**config.mk**
```make
export PLATFORM = sky130hd
export DESIGN_NAME = deque_with_middle_read_flat
export DESIGN_NICKNAME = d
export VERILOG_FILES = /design/src/design/dqm_pkg.sv /design/src/design/dqm_if.sv /design/src/design/dqm_ctrl.sv /design/src/design/dqm_dpath.sv /design/src/design/deque_with_middle_read.sv /design/src/flat_wrapper.sv
export SDC_FILE = /design/constraint.sdc
export NUM_CORES = 1
export LEC_CHECK = 0
export ABC_AREA = 1
export BUFFER_PORTS_ARGS = -buffer_cell sky130_fd_sc_hd__buf_4
export CORE_ASPECT_RATIO = 0.7
export CORE_MARGIN = 4
export CORE_UTILIZATION = 37
export CTS_CLUSTER_SIZE = 30
export DETAILED_ROUTE_END_ITERATION = 8
export PLACE_DENSITY_LB_ADDON = 0.05
export SLEW_MARGIN = 10
export SYNTH_ARGS = -nofsm -noshare
export SYNTH_HDL_FRONTEND = slang
export SYNTH_SLANG_ARGS = --single-unit
```
**constraint.sdc**
```tcl
create_clock -name i_clk -period 7.9 [get_ports i_clk]
set_clock_uncertainty 0.1 [all_clocks]
set_input_delay 0.79 -clock i_clk [delete_from_list [all_inputs] [get_ports i_clk]]
set_output_delay 0.79 -clock i_clk [all_outputs]
set_load 0.01 [all_outputs]
```
**src/design/dqm_pkg.sv**
```systemverilog
// Shared types and constants for the deque with middle read.
package dqm_pkg;

    localparam int unsigned DEPTH_DEF = 16;
    localparam int unsigned VALUE_W   = 32;
    localparam int unsigned REQ_W     = 3;
    localparam int unsigned STATUS_W  = 2;

    typedef enum logic [REQ_W-1:0] {
        REQ_PUSH_FRONT = 3'd0,
        REQ_PUSH_BACK  = 3'd1,
        REQ_POP_FRONT  = 3'd2,
        REQ_POP_BACK   = 3'd3,
        REQ_QUERY      = 3'd4
    } t_req;

    typedef enum logic [STATUS_W-1:0] {
        ST_DONE  = 2'd0,
        ST_FULL  = 2'd1,
        ST_EMPTY = 2'd2
    } t_status;

    typedef enum logic [1:0] {
        S_IDLE,
        S_EXEC,
        S_READ,
        S_LOAD
    } t_state;

    typedef struct packed {
        logic capture;
        logic exec;
        logic rd;
        logic load;
    } t_cmd;

    typedef struct packed {
        logic out_free;
    } t_sts;

endpackage

```
**src/design/dqm_if.sv**
```systemverilog
// Request and response channel interfaces for the deque with middle read.
interface dqm_req_if;
    import dqm_pkg::*;

    logic                       valid;
    logic                       ready;
    logic        [REQ_W-1:0]    req_type;
    logic signed [VALUE_W-1:0]  item_value;

    modport source (output valid, req_type, item_value, input ready);
    modport sink   (input valid, req_type, item_value, output ready);
endinterface

interface dqm_rsp_if #(
    parameter int unsigned CNT_W = 5
);
    import dqm_pkg::*;

    logic                       valid;
    logic                       ready;
    logic signed [VALUE_W-1:0]  middle_value;
    logic                       is_empty;
    logic        [CNT_W-1:0]    item_count;
    logic        [STATUS_W-1:0] op_status;

    modport source (output valid, middle_value, is_empty, item_count, op_status, input ready);
    modport sink   (input valid, middle_value, is_empty, item_count, op_status, output ready);
endinterface

```
**src/design/dqm_ctrl.sv**
```systemverilog
// Sequencing controller for the deque with middle read.
module dqm_ctrl (
    input  logic          i_clk,
    input  logic          i_rst_n,
    input  logic          i_in_valid,
    output logic          o_in_ready,
    input  dqm_pkg::t_sts i_sts,
    output dqm_pkg::t_cmd o_cmd
);
    import dqm_pkg::*;

    t_state r_state;
    t_state n_state;

    always_ff @(posedge i_clk) begin
        if (!i_rst_n) begin
            r_state <= S_IDLE;
        end else begin
            r_state <= n_state;
        end
    end

    always_comb begin
        n_state    = r_state;
        o_cmd      = '0;
        o_in_ready = 1'b0;
        unique case (r_state)
            S_IDLE: begin
                o_in_ready = 1'b1;
                if (i_in_valid) begin
                    o_cmd.capture = 1'b1;
                    n_state       = S_EXEC;
                end
            end
            S_EXEC: begin
                o_cmd.exec = 1'b1;
                n_state    = S_READ;
            end
            S_READ: begin
                o_cmd.rd = 1'b1;
                n_state  = S_LOAD;
            end
            S_LOAD: begin
                // hold until the output register can take the result
                if (i_sts.out_free) begin
                    o_cmd.load = 1'b1;
                    n_state    = S_IDLE;
                end
            end
            default: begin
                n_state = S_IDLE;
            end
        endcase
    end

    a_load_stall: assert property (@(posedge i_clk) disable iff (!i_rst_n)
        (r_state == S_LOAD) && !i_sts.out_free |=> (r_state == S_LOAD))
        else $error("controller left load while output was busy");

    a_exec_after_capture: assert property (@(posedge i_clk) disable iff (!i_rst_n)
        o_cmd.capture |=> (r_state == S_EXEC))
        else $error("capture not followed by execute");

    a_one_cmd: assert property (@(posedge i_clk) disable iff (!i_rst_n)
        $onehot0(o_cmd))
        else $error("more than one command issued");

endmodule

```
**src/design/dqm_dpath.sv**
```systemverilog
// Datapath: ring store, front pointer, count and result register.
module dqm_dpath #(
    parameter int unsigned DEPTH = dqm_pkg::DEPTH_DEF,
    parameter int unsigned CNT_W = $clog2(DEPTH + 1)
) (
    input  logic                               i_clk,
    input  logic                               i_rst_n,
    input  dqm_pkg::t_cmd                      i_cmd,
    output dqm_pkg::t_sts                      o_sts,
    input  logic        [dqm_pkg::REQ_W-1:0]   i_req_type,
    input  logic signed [dqm_pkg::VALUE_W-1:0] i_item_value,
    input  logic                               i_out_ready,
    output logic                               o_out_valid,
    output logic signed [dqm_pkg::VALUE_W-1:0] o_middle_value,
    output logic                               o_is_empty,
    output logic        [CNT_W-1:0]            o_item_count,
    output logic        [dqm_pkg::STATUS_W-1:0] o_op_status
);
    import dqm_pkg::*;

    localparam int unsigned ADDR_W = $clog2(DEPTH);
    localparam int unsigned SUM_W  = ADDR_W + 1;

    logic signed [VALUE_W-1:0] mem [DEPTH];

    logic        [REQ_W-1:0]   r_req;
    logic signed [VALUE_W-1:0] r_value;
    logic        [ADDR_W-1:0]  r_front;
    logic        [ADDR_W-1:0]  n_front;
    logic        [CNT_W-1:0]   r_count;
    logic        [CNT_W-1:0]   n_count;
    t_status                   r_status;
    t_status                   n_status;
    logic signed [VALUE_W-1:0] r_rd_data;
    logic                      r_out_valid;
    logic signed [VALUE_W-1:0] r_out_middle;
    logic                      r_out_empty;
    logic        [CNT_W-1:0]   r_out_count;
    t_status                   r_out_status;

    logic                      wr_en;
    logic        [ADDR_W-1:0]  wr_addr;
    logic        [ADDR_W-1:0]  rd_addr;
    logic                      is_full;
    logic                      is_zero;

    function automatic logic [ADDR_W-1:0] ring_add(input logic [ADDR_W-1:0] a,
                                                   input logic [ADDR_W-1:0] b);
        logic [SUM_W-1:0] s;
        s = {1'b0, a} + {1'b0, b};
        if (s >= SUM_W'(DEPTH)) begin
            s = s - SUM_W'(DEPTH);
        end
        return s[ADDR_W-1:0];
    endfunction

    assign is_full = (r_count == CNT_W'(DEPTH));
    assign is_zero = (r_count == '0);

    // request decode and pointer update
    always_comb begin
        n_front  = r_front;
        n_count  = r_count;
        n_status = ST_DONE;
        wr_en    = 1'b0;
        wr_addr  = ring_add(r_front, ADDR_W'(r_count));
        unique case (r_req)
            REQ_PUSH_FRONT: begin
                if (is_full) begin
                    n_status = ST_FULL;
                end else begin
                    n_front = (r_front == '0) ? ADDR_W'(DEPTH - 1) : r_front - ADDR_W'(1);
                    wr_addr = n_front;
                    wr_en   = 1'b1;
                    n_count = r_count + CNT_W'(1);
                end
            end
            REQ_PUSH_BACK: begin
                if (is_full) begin
                    n_status = ST_FULL;
                end else begin
                    wr_en   = 1'b1;
                    n_count = r_count + CNT_W'(1);
                end
            end
            REQ_POP_FRONT: begin
                if (is_zero) begin
                    n_status = ST_EMPTY;
                end else begin
                    n_front = ring_add(r_front, ADDR_W'(1));
                    n_count = r_count - CNT_W'(1);
                end
            end
            REQ_POP_BACK: begin
                if (is_zero) begin
                    n_status = ST_EMPTY;
                end else begin
                    n_count = r_count - CNT_W'(1);
                end
            end
            default: begin
                n_status = ST_DONE;
            end
        endcase
    end

    assign rd_addr = ring_add(r_front, ADDR_W'(r_count >> 1));

    always_ff @(posedge i_clk) begin
        if (i_cmd.capture) begin
            r_req   <= i_req_type;
            r_value <= i_item_value;
        end
        if (i_cmd.exec) begin
            r_status <= n_status;
        end
        if (i_cmd.exec && wr_en) begin
            mem[wr_addr] <= r_value;
        end
        if (i_cmd.rd) begin
            r_rd_data <= mem[rd_addr];
        end
        if (i_cmd.load) begin
            r_out_middle <= is_zero ? '0 : r_rd_data;
            r_out_empty  <= is_zero;
            r_out_count  <= r_count;
            r_out_status <= r_status;
        end
    end

    always_ff @(posedge i_clk) begin
        if (!i_rst_n) begin
            r_front     <= '0;
            r_count     <= '0;
            r_out_valid <= 1'b0;
        end else begin
            if (i_cmd.exec) begin
                r_front <= n_front;
                r_count <= n_count;
            end
            if (i_cmd.load) begin
                r_out_valid <= 1'b1;
            end else if (i_out_ready) begin
                r_out_valid <= 1'b0;
            end
        end
    end

    assign o_sts.out_free = !r_out_valid || i_out_ready;
    assign o_out_valid    = r_out_valid;
    assign o_middle_value = r_out_middle;
    assign o_is_empty     = r_out_empty;
    assign o_item_count   = r_out_count;
    assign o_op_status    = r_out_status;

    a_count_bound: assert property (@(posedge i_clk) disable iff (!i_rst_n)
        r_count <= CNT_W'(DEPTH))
        else $error("element count above depth");

    a_front_bound: assert property (@(posedge i_clk) disable iff (!i_rst_n)
        SUM_W'(r_front) < SUM_W'(DEPTH))
        else $error("front pointer out of range");

    a_reject_holds: assert property (@(posedge i_clk) disable iff (!i_rst_n)
        i_cmd.exec && (n_status != ST_DONE) |=> $stable(r_count) && $stable(r_front))
        else $error("rejected request changed the queue");

endmodule

```
**src/design/deque_with_middle_read.sv**
```systemverilog
// Top level of the bounded deque that reports its middle element.
// Usage:
//   i_req carries one request: req_type (push front, push back, pop front,
//   pop back, query; unused codes act as query) and item_value for pushes.
//   o_rsp returns one response per request: the element at index count/2
//   from the front after the request (0 when empty), the empty flag, the
//   element count and a status (done, push rejected full, pop ignored empty).
//   Both channels move a request or response when valid and ready are high.
// Timing:
//   The response turns valid after the request is accepted, through three steps:
//   pointer/count update with the store write, registered store read at the
//   middle position, load into the response register (held while that register
//   is still busy). No new request is taken until these steps are done and the
//   controller is back in idle; i_req.ready is high only while it waits in idle.
// Reset:
//   Synchronous, active low. Clears the front pointer, the count and the
//   response valid; store contents stay undefined and never reach the response unwritten.
// Stalls:
//   A waiting response does not block the next request; a second response
//   holds in the load step until the response register drains.
module deque_with_middle_read #(
    parameter int unsigned DEPTH = dqm_pkg::DEPTH_DEF,
    parameter int unsigned CNT_W = $clog2(DEPTH + 1)
) (
    input  logic       i_clk,
    input  logic       i_rst_n,
    dqm_req_if.sink    i_req,
    dqm_rsp_if.source  o_rsp
);
    import dqm_pkg::*;

    t_cmd cmd;
    t_sts sts;

    // sequence each request through update, read and load
    dqm_ctrl u_ctrl (
        .i_clk      (i_clk),
        .i_rst_n    (i_rst_n),
        .i_in_valid (i_req.valid),
        .o_in_ready (i_req.ready),
        .i_sts      (sts),
        .o_cmd      (cmd)
    );

    // ring store, pointers and response register
    dqm_dpath #(
        .DEPTH (DEPTH),
        .CNT_W (CNT_W)
    ) u_dpath (
        .i_clk          (i_clk),
        .i_rst_n        (i_rst_n),
        .i_cmd          (cmd),
        .o_sts          (sts),
        .i_req_type     (i_req.req_type),
        .i_item_value   (i_req.item_value),
        .i_out_ready    (o_rsp.ready),
        .o_out_valid    (o_rsp.valid),
        .o_middle_value (o_rsp.middle_value),
        .o_is_empty     (o_rsp.is_empty),
        .o_item_count   (o_rsp.item_count),
        .o_op_status    (o_rsp.op_status)
    );

    a_empty_matches_count: assert property (@(posedge i_clk) disable iff (!i_rst_n)
        o_rsp.valid |-> (o_rsp.is_empty == (o_rsp.item_count == '0)))
        else $error("empty flag disagrees with count");

    a_empty_middle_zero: assert property (@(posedge i_clk) disable iff (!i_rst_n)
        o_rsp.valid && o_rsp.is_empty |-> (o_rsp.middle_value == '0))
        else $error("nonzero middle value on empty queue");

    a_no_accept_while_busy: assert property (@(posedge i_clk) disable iff (!i_rst_n)
        i_req.valid && i_req.ready |=> !i_req.ready)
        else $error("request accepted while previous one in flight");

endmodule
```
**src/flat_wrapper.sv**
```systemverilog
// flat-port wrapper written by rule: the top's interface ports become plain ports
module deque_with_middle_read_flat import dqm_pkg::*;
#(
    parameter int unsigned DEPTH = dqm_pkg::DEPTH_DEF,
    parameter int unsigned CNT_W = $clog2(DEPTH + 1)
)
  (i_clk, i_rst_n, i_req_valid, i_req_req_type, i_req_item_value, i_req_ready, o_rsp_valid, o_rsp_middle_value, o_rsp_is_empty, o_rsp_item_count, o_rsp_op_status, o_rsp_ready);
  dqm_req_if i_req_i ();
  dqm_rsp_if #(.CNT_W(CNT_W)) o_rsp_i ();
  input  logic i_clk;
  input  logic i_rst_n;
  input wire logic [$bits(i_req_i.valid)-1:0] i_req_valid;
  input wire logic [$bits(i_req_i.req_type)-1:0] i_req_req_type;
  input wire logic [$bits(i_req_i.item_value)-1:0] i_req_item_value;
  output wire logic [$bits(i_req_i.ready)-1:0] i_req_ready;
  output wire logic [$bits(o_rsp_i.valid)-1:0] o_rsp_valid;
  output wire logic [$bits(o_rsp_i.middle_value)-1:0] o_rsp_middle_value;
  output wire logic [$bits(o_rsp_i.is_empty)-1:0] o_rsp_is_empty;
  output wire logic [$bits(o_rsp_i.item_count)-1:0] o_rsp_item_count;
  output wire logic [$bits(o_rsp_i.op_status)-1:0] o_rsp_op_status;
  input wire logic [$bits(o_rsp_i.ready)-1:0] o_rsp_ready;
  assign i_req_i.valid = i_req_valid;
  assign i_req_i.req_type = i_req_req_type;
  assign i_req_i.item_value = i_req_item_value;
  assign i_req_ready = i_req_i.ready;
  assign o_rsp_valid = o_rsp_i.valid;
  assign o_rsp_middle_value = o_rsp_i.middle_value;
  assign o_rsp_is_empty = o_rsp_i.is_empty;
  assign o_rsp_item_count = o_rsp_i.item_count;
  assign o_rsp_op_status = o_rsp_i.op_status;
  assign o_rsp_i.ready = o_rsp_ready;
  deque_with_middle_read #(.DEPTH(DEPTH), .CNT_W(CNT_W)) u_core (.i_clk(i_clk), .i_rst_n(i_rst_n), .i_req(i_req_i), .o_rsp(o_rsp_i));
endmodule
```
==> summary.md, run 1 <==
| Metric | Value |
|---|---|
| Net Sw Frac | 0.296 |
| Drt total wl | 64100 um |
| Combinational power share | 0.188 |
| RSZ-0062 raised after global routing | false |
| CTS Buf Count | 67 |
| Top post-synthesis cells by area | edfxtp_1, o211ai_1, inv_1, nand2_1, nand3_1 |
| DP Worst Slack | 4.26 ns |
| LEAKAGE | roughly 11 nW |
| Worst Max-Slew Pin Slew | 1.09 ns |
| First-pass GRT wire length | roughly 96000 um |
| Clock Tree Buf Depth | 3 |
| Post-DR wirelength/cell | 21.1 um |
| Layout cells sized above 1 | 0.112 |
| Largest net degree at the start of global routing | 143 |
| CP max FO | 142 |
| Seq pwr share | 0.480 |
| Post-synthesis cell count | about 2000 |
| Yosys cell types | 31 |
| Worst Path Arrival | between 3 and 4 ns |
| Number of remaining DRC errors | 0 |
| Worst slew margin | 0.271 |
| Fin. Hold Viols | 0 |
| Initial Util | 0.375 |
| Final slew viol count | 0 |
| Utilization after layout | 0.430 |
| Total Nets Final | 2135 |
| Max Cap Viol | 0 |
| Pre-antenna DRT Iters | 5 |
| Mapped cell area | 25700 um^2 |
| HPWL Detailed | ~31000 um |
| Vias in the first global route | 14400 |
| Number of synthesized register bits | 633 |
| Final setup vio count | 0 |
| Core Box Area | between 60000 and 70000 um^2 |
| Synth top area share | 0.727 |
| IO Pins | 81 |
| Latest clock arrival within the worst-skew pair | 0.59 ns |
| Setup TNS Final | 0 ns |
| Post-synthesis sequential area ratio | 0.736 |
| Synthesized Nets | 2060 |
| Yosys top cell by area | edfxtp_1 |
| Outcome | complete, no violations |
| Clock power frac | 0.332 |
| Via density | 4.93 |
| ANT cells | 0 |
| Post-CTS Resized | 0 |
| Antenna violations before repair | 1 |
| Die Height | 228 um |
| Total setup buffers inserted after CTS | 0 |
| # clock sinks | 633 |
| Post-DP Area | around 27000 um^2 |
| Synth-to-Final Area Change | 14.5% |
| IO Port Bufs | 80 |
| Internal power | 6.31 mW |
| Gr ovfl total | 0 |
| CTS root buffer | clkbuf_16 |
| Critical path capture point type | register |
| Synth Warn # | 0 |
| Max Fclk | 271 MHz |
| Pwr per Cell Area | 305 nW/um^2 |
| Initial detailed-routing violation count | 1219 |
| Die ar. | between 70000 and 80000 um^2 |
| Vias | 14900 |
| Final hold slack | around 0.27 ns |
| P_sw | ~2.7 mW |
| Die Wd | around 320 um |
| Setup crit start kind | register |
| Gr usage total | 0.174 |
| Syn Area/Cell | approximately 13 um^2 |
| H-tree depth | 3 |
| TritonCTS clock tree | yes |
| Period utilisation layout | 0.467 |
| Gpl congestion | roughly 0.74 |
| Worst-path clk slew | 0.06 ns |
| Max VDD drop | 186 uV |
| Final WS setup | approximately 4.2 ns |
| Detail Route Antenna Nets | 0 |
| Worst EP required | 8.14 ns |
| Worst hold path class | input port to register |
| Rows | 80 |
| WS Path Type | register to register |
| Fin area | 29400 um^2 |
| Final min period | roughly 3.7 ns |
| Hold_buf cts | 0 |
==> layout by cell type, fill, tap and decap left out, types with 2 or more instances in the layout <==
cell type     n
fa_1          2
inv_6         2
bufinv_16     3
a21oi_1      74
xnor2_4       2
o21ai_0      73
nand4_1       3
buf_4       112
nand3_1     202
inv_2         3
clkbuf_16    69
nand2_1     308
dfxtp_1      12
nor2_4       16
o211ai_1    192
nor2_1       21
clkbuf_1     18
xnor2_1       4
clkinv_1     16
nand3_2      11
ha_1         13
inv_1       321
xor2_1        4
clkinvlp_4    2
xor2_4        2
edfxtp_1    621
clkinv_2      6
==> layout make-up <==
cell class / instances / area [um^2]
sequential: 633 / 18900
multi-input combinational: 939 / 5250
tap: 902 / 1130
fill: 6328 / 39000
inverter: 324 / 1220
clock buffer: 88 / 1810
timing repair buffer: 113 / 861
clock inverter: 30 / 221
==> critical path: stages, from the launching register on <==
cell,delay [ns]
dfxtp_1,0.54
ha_4,0.19
inv_1,0.05
fa_4,1.23
buf_12,0.64
a21oi_1,0.08
o21ai_0,0.11
nand3_1,0.09
nand3_1,0.18
nand2_1,0.08
==> power groups by stage <==
stage	clock, mW	combinational (mW)	sequential, mW
3_3_place_gp	0	1.72	4.38
5_1_grt	3.23	1.92	4.34
3_5_place_dp	0	1.73	4.38
4_1_cts	3.08	1.74	4.31
6_report	2.98	1.69	4.31
2_1_floorplan	0	1.16	4.30
==> stage by stage <==
step	power, mW	std cells
final	8.97	3029
after global routing	9.49	3029
after CTS	9.14	3029
after detailed placement	6.11	2911
after global placement	6.10	2911
after floorplan	5.45	2003
==> cell families after synthesis <==
logic type      count (synthesis)  share of synthesized area
compound gates                343                     0.0859
xor+xnor                       12                    0.00585
fa+ha+maj                      18                    0.00965
flops                         633                      0.736
buf+inv                       431                     0.0665
simple gates                  566                     0.0961
==> cells in the mapped netlist <==
| library cell | n |
|---|---|
| xnor2_1 | 4 |
| inv_2 | 2 |
| o21ai_0 | 73 |
| nand4_1 | 3 |
| ha_1 | 15 |
| nand2_1 | 308 |
| xor2_1 | 5 |
| buf_6 | 3 |
| a21oi_2 | 1 |
| nor2_1 | 37 |
| dfxtp_1 | 12 |
| xnor2_4 | 2 |
| buf_1 | 7 |
| inv_1 | 322 |
| and2_1 | 1 |
| a21oi_1 | 75 |
| buf_2 | 29 |
| xor2_2 | 1 |
| nand2_2 | 1 |
| o211ai_1 | 192 |
| nor3_1 | 1 |
| clkbuf_1 | 60 |
| o21ai_1 | 1 |
| edfxtp_1 | 621 |
| nor2_2 | 1 |
| fa_1 | 3 |
| a211oi_1 | 1 |
| nand3_1 | 202 |
| nand3_2 | 11 |
| nand3b_1 | 1 |
| buf_4 | 8 |
==> per-layer routing <==
metal / share of wire / vias up / wire [um] / global-route usage
met4: 0.016 / 0 / 1040 / 0.0401
met1: 0.52 / 7398 / 33000 / 0.270
met2: 0.43 / 258 / 27600 / 0.257
li1: - / 7213 / - / -
met3: 0.038 / 77 / 2440 / 0.0287
met5: 0 / - / 0 / 0
==> sequential cells by signal (all words and copies together), names as in the netlist <==
register / flops
u_core.u_dpath.r_value: 32
u_core.u_dpath.o_is_empty: 1
u_core.u_ctrl.r_state: 2
u_core.u_dpath.r_status: 2
u_core.u_dpath.o_item_count: 5
u_core.u_dpath.r_front: 4
u_core.u_dpath.o_op_status: 2
u_core.u_dpath.mem: 512
u_core.u_dpath.r_rd_data: 32
u_core.u_dpath.o_out_valid: 1
u_core.u_dpath.r_req: 3
u_core.u_dpath.o_middle_value: 32
u_core.u_dpath.r_count: 5
==> worst paths after layout <==
path                                            startpoint                            end  slack, ns  depth (start not counted)
worst min register to register  u_core.u_dpath.r_status[1]  u_core.u_dpath.o_op_status[1]       0.32                          0
worst max register to register   u_core.u_dpath.r_count[1]   u_core.u_dpath.r_rd_data[27]       4.21                          9
worst min-delay path                  i_req_item_value[24]     u_core.u_dpath.r_value[24]       0.27                          1
worst max-delay path             u_core.u_dpath.r_count[1]   u_core.u_dpath.r_rd_data[27]       4.21                          9
No activity file was read; power rests on OpenSTA's default activity.
==> run 2, diff against run 1 <==
==> constraint.sdc (replaced) <==
create_clock -name i_clk -period 3.4 [get_ports i_clk]
set_clock_uncertainty 0.1 [all_clocks]
set_input_delay 0.34 -clock i_clk [delete_from_list [all_inputs] [get_ports i_clk]]
set_output_delay 0.34 -clock i_clk [all_outputs]
set_load 0.01 [all_outputs]
==> run 2 against run 1 <==
  * Fmax rose by 25%
  * Register-to-register slack lost 3.8 ns
  * Routed wire length decreased by 0.90%
==> summary.md, run 2 (same netlist as run 1, synthesis figures left out) <==
| Metric | Value |
|---|---|
| DP Worst Slack | 0.431 ns |
| Worst Max-Slew Pin Slew | between 0.8 and 0.9 ns |
| Max FFs per register | 512 |
| Vias in the first global route | 14800 |
| Max Fclk | between 300 and 400 MHz |
| First-pass GRT wire length | 96400 um |
| CTS root buffer | clkbuf_16 |
| Layout cells sized above 1 | 0.125 |
| Drt total wl | between 60000 and 70000 um |
| Max Cap Viol | 0 |
| Max VDD drop | 319 uV |
| Period utilisation layout | 0.864 |
| Post-DR wirelength/cell | 20.5 um |
| Setup TNS Final | 0 ns |
| Final setup vio count | 0 |
| ANT cells | 0 |
| CTS Buf Count | 66 |
| Detail Route Antenna Nets | 0 |
| Gr ovfl total | 0 |
| Core Box Area | ~70000 um^2 |
| Final slew viol count | 0 |
| WS Path Type | register to register |
| Hold_buf cts | 37 |
| Final WS setup | 0.462 ns |
| Largest net degree at the start of global routing | 97 |
| Worst slew margin | 0.456 |
| Gpl congestion | between 0.7 and 0.8 |
| Antenna violations before repair | 0 |
| Rows | 80 |
| LEAKAGE | 11.0 nW |
| Final min period | 2.94 ns |
| Outcome | complete, no violations |
| Top reg by flops | u_core.u_dpath.mem |
| H-tree depth | 3 |
| Most common cell after layout, fill and taps aside | edfxtp_1 |
| Number of remaining DRC errors | 0 |
| Die Wd | 323 um |
| Critical path capture point type | register |
| Via density | 4.90 |
| Critical-path top delay cell | dfxtp_1 |
| Worst-path clk slew | 0.06 ns |
| Number of fill cells | approximately 6200 |
| IO Port Bufs | 80 |
| Pre-antenna DRT Iters | 6 |
| HPWL Detailed | 37400 um |
| Worst Path Arrival | 3.07 ns |
| # clock sinks | 633 |
| Total setup buffers inserted after CTS | 0 |
| Latest clock arrival within the worst-skew pair | 0.60 ns |
| Cell mode on critical path | nand2_1 |
| Final hold slack | 0.0949 ns |
| Vias | roughly 15000 |
| Setup crit start kind | register |
| Worst-path cell chain | ha_1 > inv_1 > fa_1 > inv_1 > nand2_1 > nand2_1 > nor2_1 > nand2_1 > nor2_4 > buf_4 |
| Pwr per Cell Area | 700 nW/um^2 |
| RSZ-0062 raised after global routing | false |
| CP max FO | 17 |
| Die ar. | 73700 um^2 |
| Clock Tree Buf Depth | 3 |
| Synth-to-Final Area Change | 17.8% |
| TritonCTS clock tree | yes |
| Worst hold path class | input port to register |
| Die Height | 228 um |
| Gr usage total | 0.174 |
| Fin. Hold Viols | 0 |
| Total Nets Final | 2206 |
| Post-CTS Resized | 0 |
| Critical Path Max Stage Delay | approximately 0.5 ns |
| IO Pins | 81 |
| Most frequent cells in the layout | edfxtp_1, inv_1, nand2_1 |
| Worst EP required | 3.53 ns |
| Initial detailed-routing violation count | 1203 |
| Initial Util | 0.375 |
-- run 2: cell types whose count changed in the layout (fill, tap and decap cells not counted), sizes merged --
cell,previous run,this run
dlygate4sd3,0,37
buf,113,148
clkbuf,88,83
clkinv,23,26
inv,326,324
bufinv,3,2
clkinvlp,2,1
-- run 2: path summary, 6_finish.rpt --
check                              from                       endpoint  slack, ns  cells after the start
max           u_core.u_dpath.r_front[0]      u_core.u_dpath.mem[9][16]       0.46                     10
max reg2reg   u_core.u_dpath.r_front[0]      u_core.u_dpath.mem[9][16]       0.46                     10
min reg2reg  u_core.u_dpath.r_status[0]  u_core.u_dpath.o_op_status[0]       0.32                      0
min                         i_req_valid       u_core.u_ctrl.r_state[1]       0.09                      3
-- run 2: power by group --
part	internal [mW]	switching (mW)	total (mW)
Sequential	9.52	0.493	10.0
Clock	3.93	2.95	6.88
Combinational	1.43	2.84	4.27
Total	14.9	6.29	21.2
-- run 2: final cells by class --
| class | count | area [um^2] | share of cell area |
|---|---|---|---|
| clock buffer | 83 | 1820 | 0.0602 |
| clock inverter | 29 | 194 | 0.00642 |
| inverter | 324 | 1220 | 0.0402 |
| multi-input combinational | 939 | 5250 | 0.174 |
| sequential | 633 | 18900 | 0.625 |
| tap | 902 | 1130 | 0.0373 |
| timing repair buffer | 185 | 1730 | 0.0573 |
-- run 2: worst max-delay path, delay by kind of cell, from the launching register on --
kind | cells | cell delay [ns]
buffers and inverters | 3 | 0.47
adder cells (fa/ha/maj) | 2 | 0.70
AND/OR/NAND/NOR | 5 | 0.77
flip-flops | 1 | 0.51
-- run 2: per-stage QoR --
step / cell area, um^2 / power (mW) / instances / utilization
after detailed placement: 27800 / 14.5 / 2946 / 0.407
after floorplan: 25700 / 12.7 / 2003 / -
after global routing: 30200 / 22.3 / 3095 / 0.442
after global placement: 27800 / 14.5 / 2946 / 0.407
final: 30200 / 21.2 / 3095 / 0.442
after CTS: 30200 / 21.5 / 3095 / 0.442
-- run 2: per-layer routing --
layer | vias to the layer above | GRT usage | share of wire
met5 | - | 0 | 0
met4 | 0 | 0.0482 | 0.023
met3 | 89 | 0.0269 | 0.035
met2 | 293 | 0.254 | 0.43
met1 | 7435 | 0.268 | 0.51
li1 | 7351 | - | -
==> run 3, diff against run 2 <==
--- a/config.mk
+++ b/config.mk
@@ -7,11 +7,14 @@
 export LEC_CHECK = 0
 export ABC_AREA = 1
 export BUFFER_PORTS_ARGS = -buffer_cell sky130_fd_sc_hd__buf_4
+export CELL_PAD_IN_SITES_DETAIL_PLACEMENT = 1
+export CELL_PAD_IN_SITES_GLOBAL_PLACEMENT = 1
 export CORE_ASPECT_RATIO = 0.7
 export CORE_MARGIN = 4
-export CORE_UTILIZATION = 37
+export CORE_UTILIZATION = 40
 export CTS_CLUSTER_SIZE = 30
 export DETAILED_ROUTE_END_ITERATION = 8
+export GPL_TIMING_DRIVEN = 0
 export PLACE_DENSITY_LB_ADDON = 0.05
 export SLEW_MARGIN = 10
 export SYNTH_ARGS = -nofsm -noshare
==> run 3 against run 2 <==
  * Register-to-register slack worse by 0.31 ns
  * Non-clock buffer count grew 70
  * Core utilization grew 3.7 points
  * Clock power is 3% lower
  * Via count rose by 7.6%
  * Highest routed layer is now met5
  * Count of clock-buffer cells in the layout increased by 7
  * Die area is 7.3% lower
  * Largest cell class unchanged
  * Sequential share of layout area down 0.22 points
  * Sequential power about the same
==> summary.md, run 3 (same netlist as run 1, synthesis figures left out) <==
| Metric | Value |
|---|---|
| Outcome | complete, no violations |
| Most frequent cells in the layout | edfxtp_1, inv_1, nand2_1 |
| Largest net degree at the start of global routing | 23 |
| Die Height | approximately 220 um |
| Initial detailed-routing violation count | approximately 1300 |
| Total Nets Final | between 2000 and 2500 |
| HPWL Detailed | 51700 um |
| Worst EP required | around 3.7 ns |
| Max Cap Viol | 0 |
| Worst Hold Depth | 3 |
| Worst slew margin | 0.355 |
| Worst Max-Slew Pin Slew | approximately 0.97 ns |
| Post-DP Area | 27900 um^2 |
| Max Fclk | between 300 and 400 MHz |
| TritonCTS clock tree | yes |
| Crit Reg-Reg Endpoint | u_core.u_dpath.r_rd_data[14] |
| Worst-path clk slew | 0.06 ns |
| Drt total wl | around 77000 um |
| Pwr per Cell Area | around 710 nW/um^2 |
| Final min period | 3.25 ns |
| Top reg by flops | u_core.u_dpath.mem |
| Max FFs per register | 512 |
| Core Box Area | 63300 um^2 |
| CTS Buf Count | between 60 and 70 |
| DP Worst Slack | -0.203 ns |
| Gr usage total | 0.226 |
| Antenna violations before repair | 1 |
| Initial Util | 0.405 |
| IO Port Bufs | 80 |
| Vias | 16300 |
| Power Total | 21.7 mW |
| # clock sinks | 633 |
| Die Wd | 311 um |
| Setup crit start kind | register |
| Clock Tree Buf Depth | 3 |
| Synth-to-Final Area Change | 18.2% |
| Latest clock arrival within the worst-skew pair | a little over 0.6 ns |
| WS Path Type | register to register |
| LEAKAGE | 11.1 nW |
| Utilization after layout | 0.479 |
| Max VDD drop | 444 uV |
| Rows | 77 |
| Worst hold path class | input port to register |
| Via density | 5.27 |
| Worst Path Arrival | 3.51 ns |
| H-tree depth | 3 |
| Period utilisation layout | 0.956 |
| Critical path capture point type | register |
| Critical R2R Launch | u_core.u_dpath.r_count[1] |
| Final setup vio count | 0 |
| Pre-antenna DRT Iters | 5 |
| R2r setup slk | 0.15 ns |
| Detail Route Antenna Nets | 0 |
| IO Pins | 81 |
| Layout cells sized above 1 | 0.130 |
| Gpl congestion | 0.796 |
| Hold Path End | u_core.u_ctrl.r_state[1] |
| Vias in the first global route | 16600 |
| Final WS setup | approximately 0.15 ns |
| Fin area | 30300 um^2 |
| CTS root buffer | clkbuf_16 |
| Number of remaining DRC errors | 0 |
| Fin. Hold Viols | 0 |
| CP max FO | 10 |
| RSZ-0062 raised after global routing | true |
| R2R cell count | 10 |
| Post-DR wirelength/cell | 24.9 um |
| Die ar. | 68300 um^2 |
| Most common cell after layout, fill and taps aside | edfxtp_1 |
| Gr ovfl total | 0 |
| Final slew viol count | 0 |
| Min-Delay Startpoint | i_req_valid |
| First-pass GRT wire length | 112000 um |
[run 3: changes by cell type in the layout (fill, tap and decap cells not counted), sizes merged, moves of 2 or more]
cell	change
buf	+7
inv	+2
clkinv	-6
clkbuf	+69
bufinv	-2
[run 3: power by group]
part           switching [mW]  internal (mW)  leakage, nW
sequential              0.489           9.52         5.72
combinational            3.56           1.41         4.46
clock                    2.99           3.71        0.932
total                    7.04           14.6         11.1
[run 3: per-layer routing]
metal  vias up  GRT usage  routed length [um]
li1       7499          -                   -
met1      8345      0.336               36900
met2       392      0.352               34400
met3        81     0.0429                4530
met4         2     0.0416                1200
met5         -          0                  13
[run 3: worst max-delay path by stage]
stage / from / end / cells past startpoint
2_1_floorplan: u_core.u_dpath.r_front[0] / u_core.u_dpath.mem[0][0] / 9
3_3_place_gp: u_core.u_dpath.r_front[0] / u_core.u_dpath.mem[13][29] / 9
3_5_place_dp: u_core.u_dpath.r_count[1] / u_core.u_dpath.r_rd_data[26] / 9
4_1_cts: u_core.u_dpath.r_count[1] / u_core.u_dpath.r_rd_data[15] / 9
5_1_grt: u_core.u_dpath.r_count[1] / u_core.u_dpath.r_rd_data[7] / 9
6_report: u_core.u_dpath.r_count[1] / u_core.u_dpath.r_rd_data[14] / 10
[run 3: metrics by stage]
step	std cells	setup TNS, ns	hold slack (ns)
3_3_place_gp	2912	-1016.39	0.303
2_1_floorplan	2003	0	0.300
3_5_place_dp	2932	-1.88	0.310
5_1_grt	3093	-0.0205	0.111
6_report	3094	0	0.0767
4_1_cts	3082	0	0.0426
[run 3: layout make-up]
class                           instances  area [um^2]
Sequential cell                       633        18900
Buffer                                107          529
Fill cell                            6468        33000
Multi-Input combinational cell        939         5200
Clock inverter                         23          109
Antenna cell                            1         2.50
Clock buffer                           90         1810
Tap cell                              829         1040
Inverter                              324         1220
Timing Repair Buffer                  148         1550
[run 3: worst max-delay path, cell delays in order, from the launching register on]
cell and delay (ns):
dfxtp_1 0.52, ha_1 0.24, inv_1 0.06, fa_1 0.63, buf_2 0.40, clkbuf_2 0.46
a21oi_1 0.07, o21ai_0 0.19, nand3_1 0.14, nand3_1 0.12, nand2_1 0.05
[run 3: what timing repair did]
item,CTS,global route
endpoints found under the hold margin,41,0
setup buffers,0,11
pin swaps,0,5
hold buffers,37,0
resized for setup,14,32
endpoints found under the setup margin,31,98
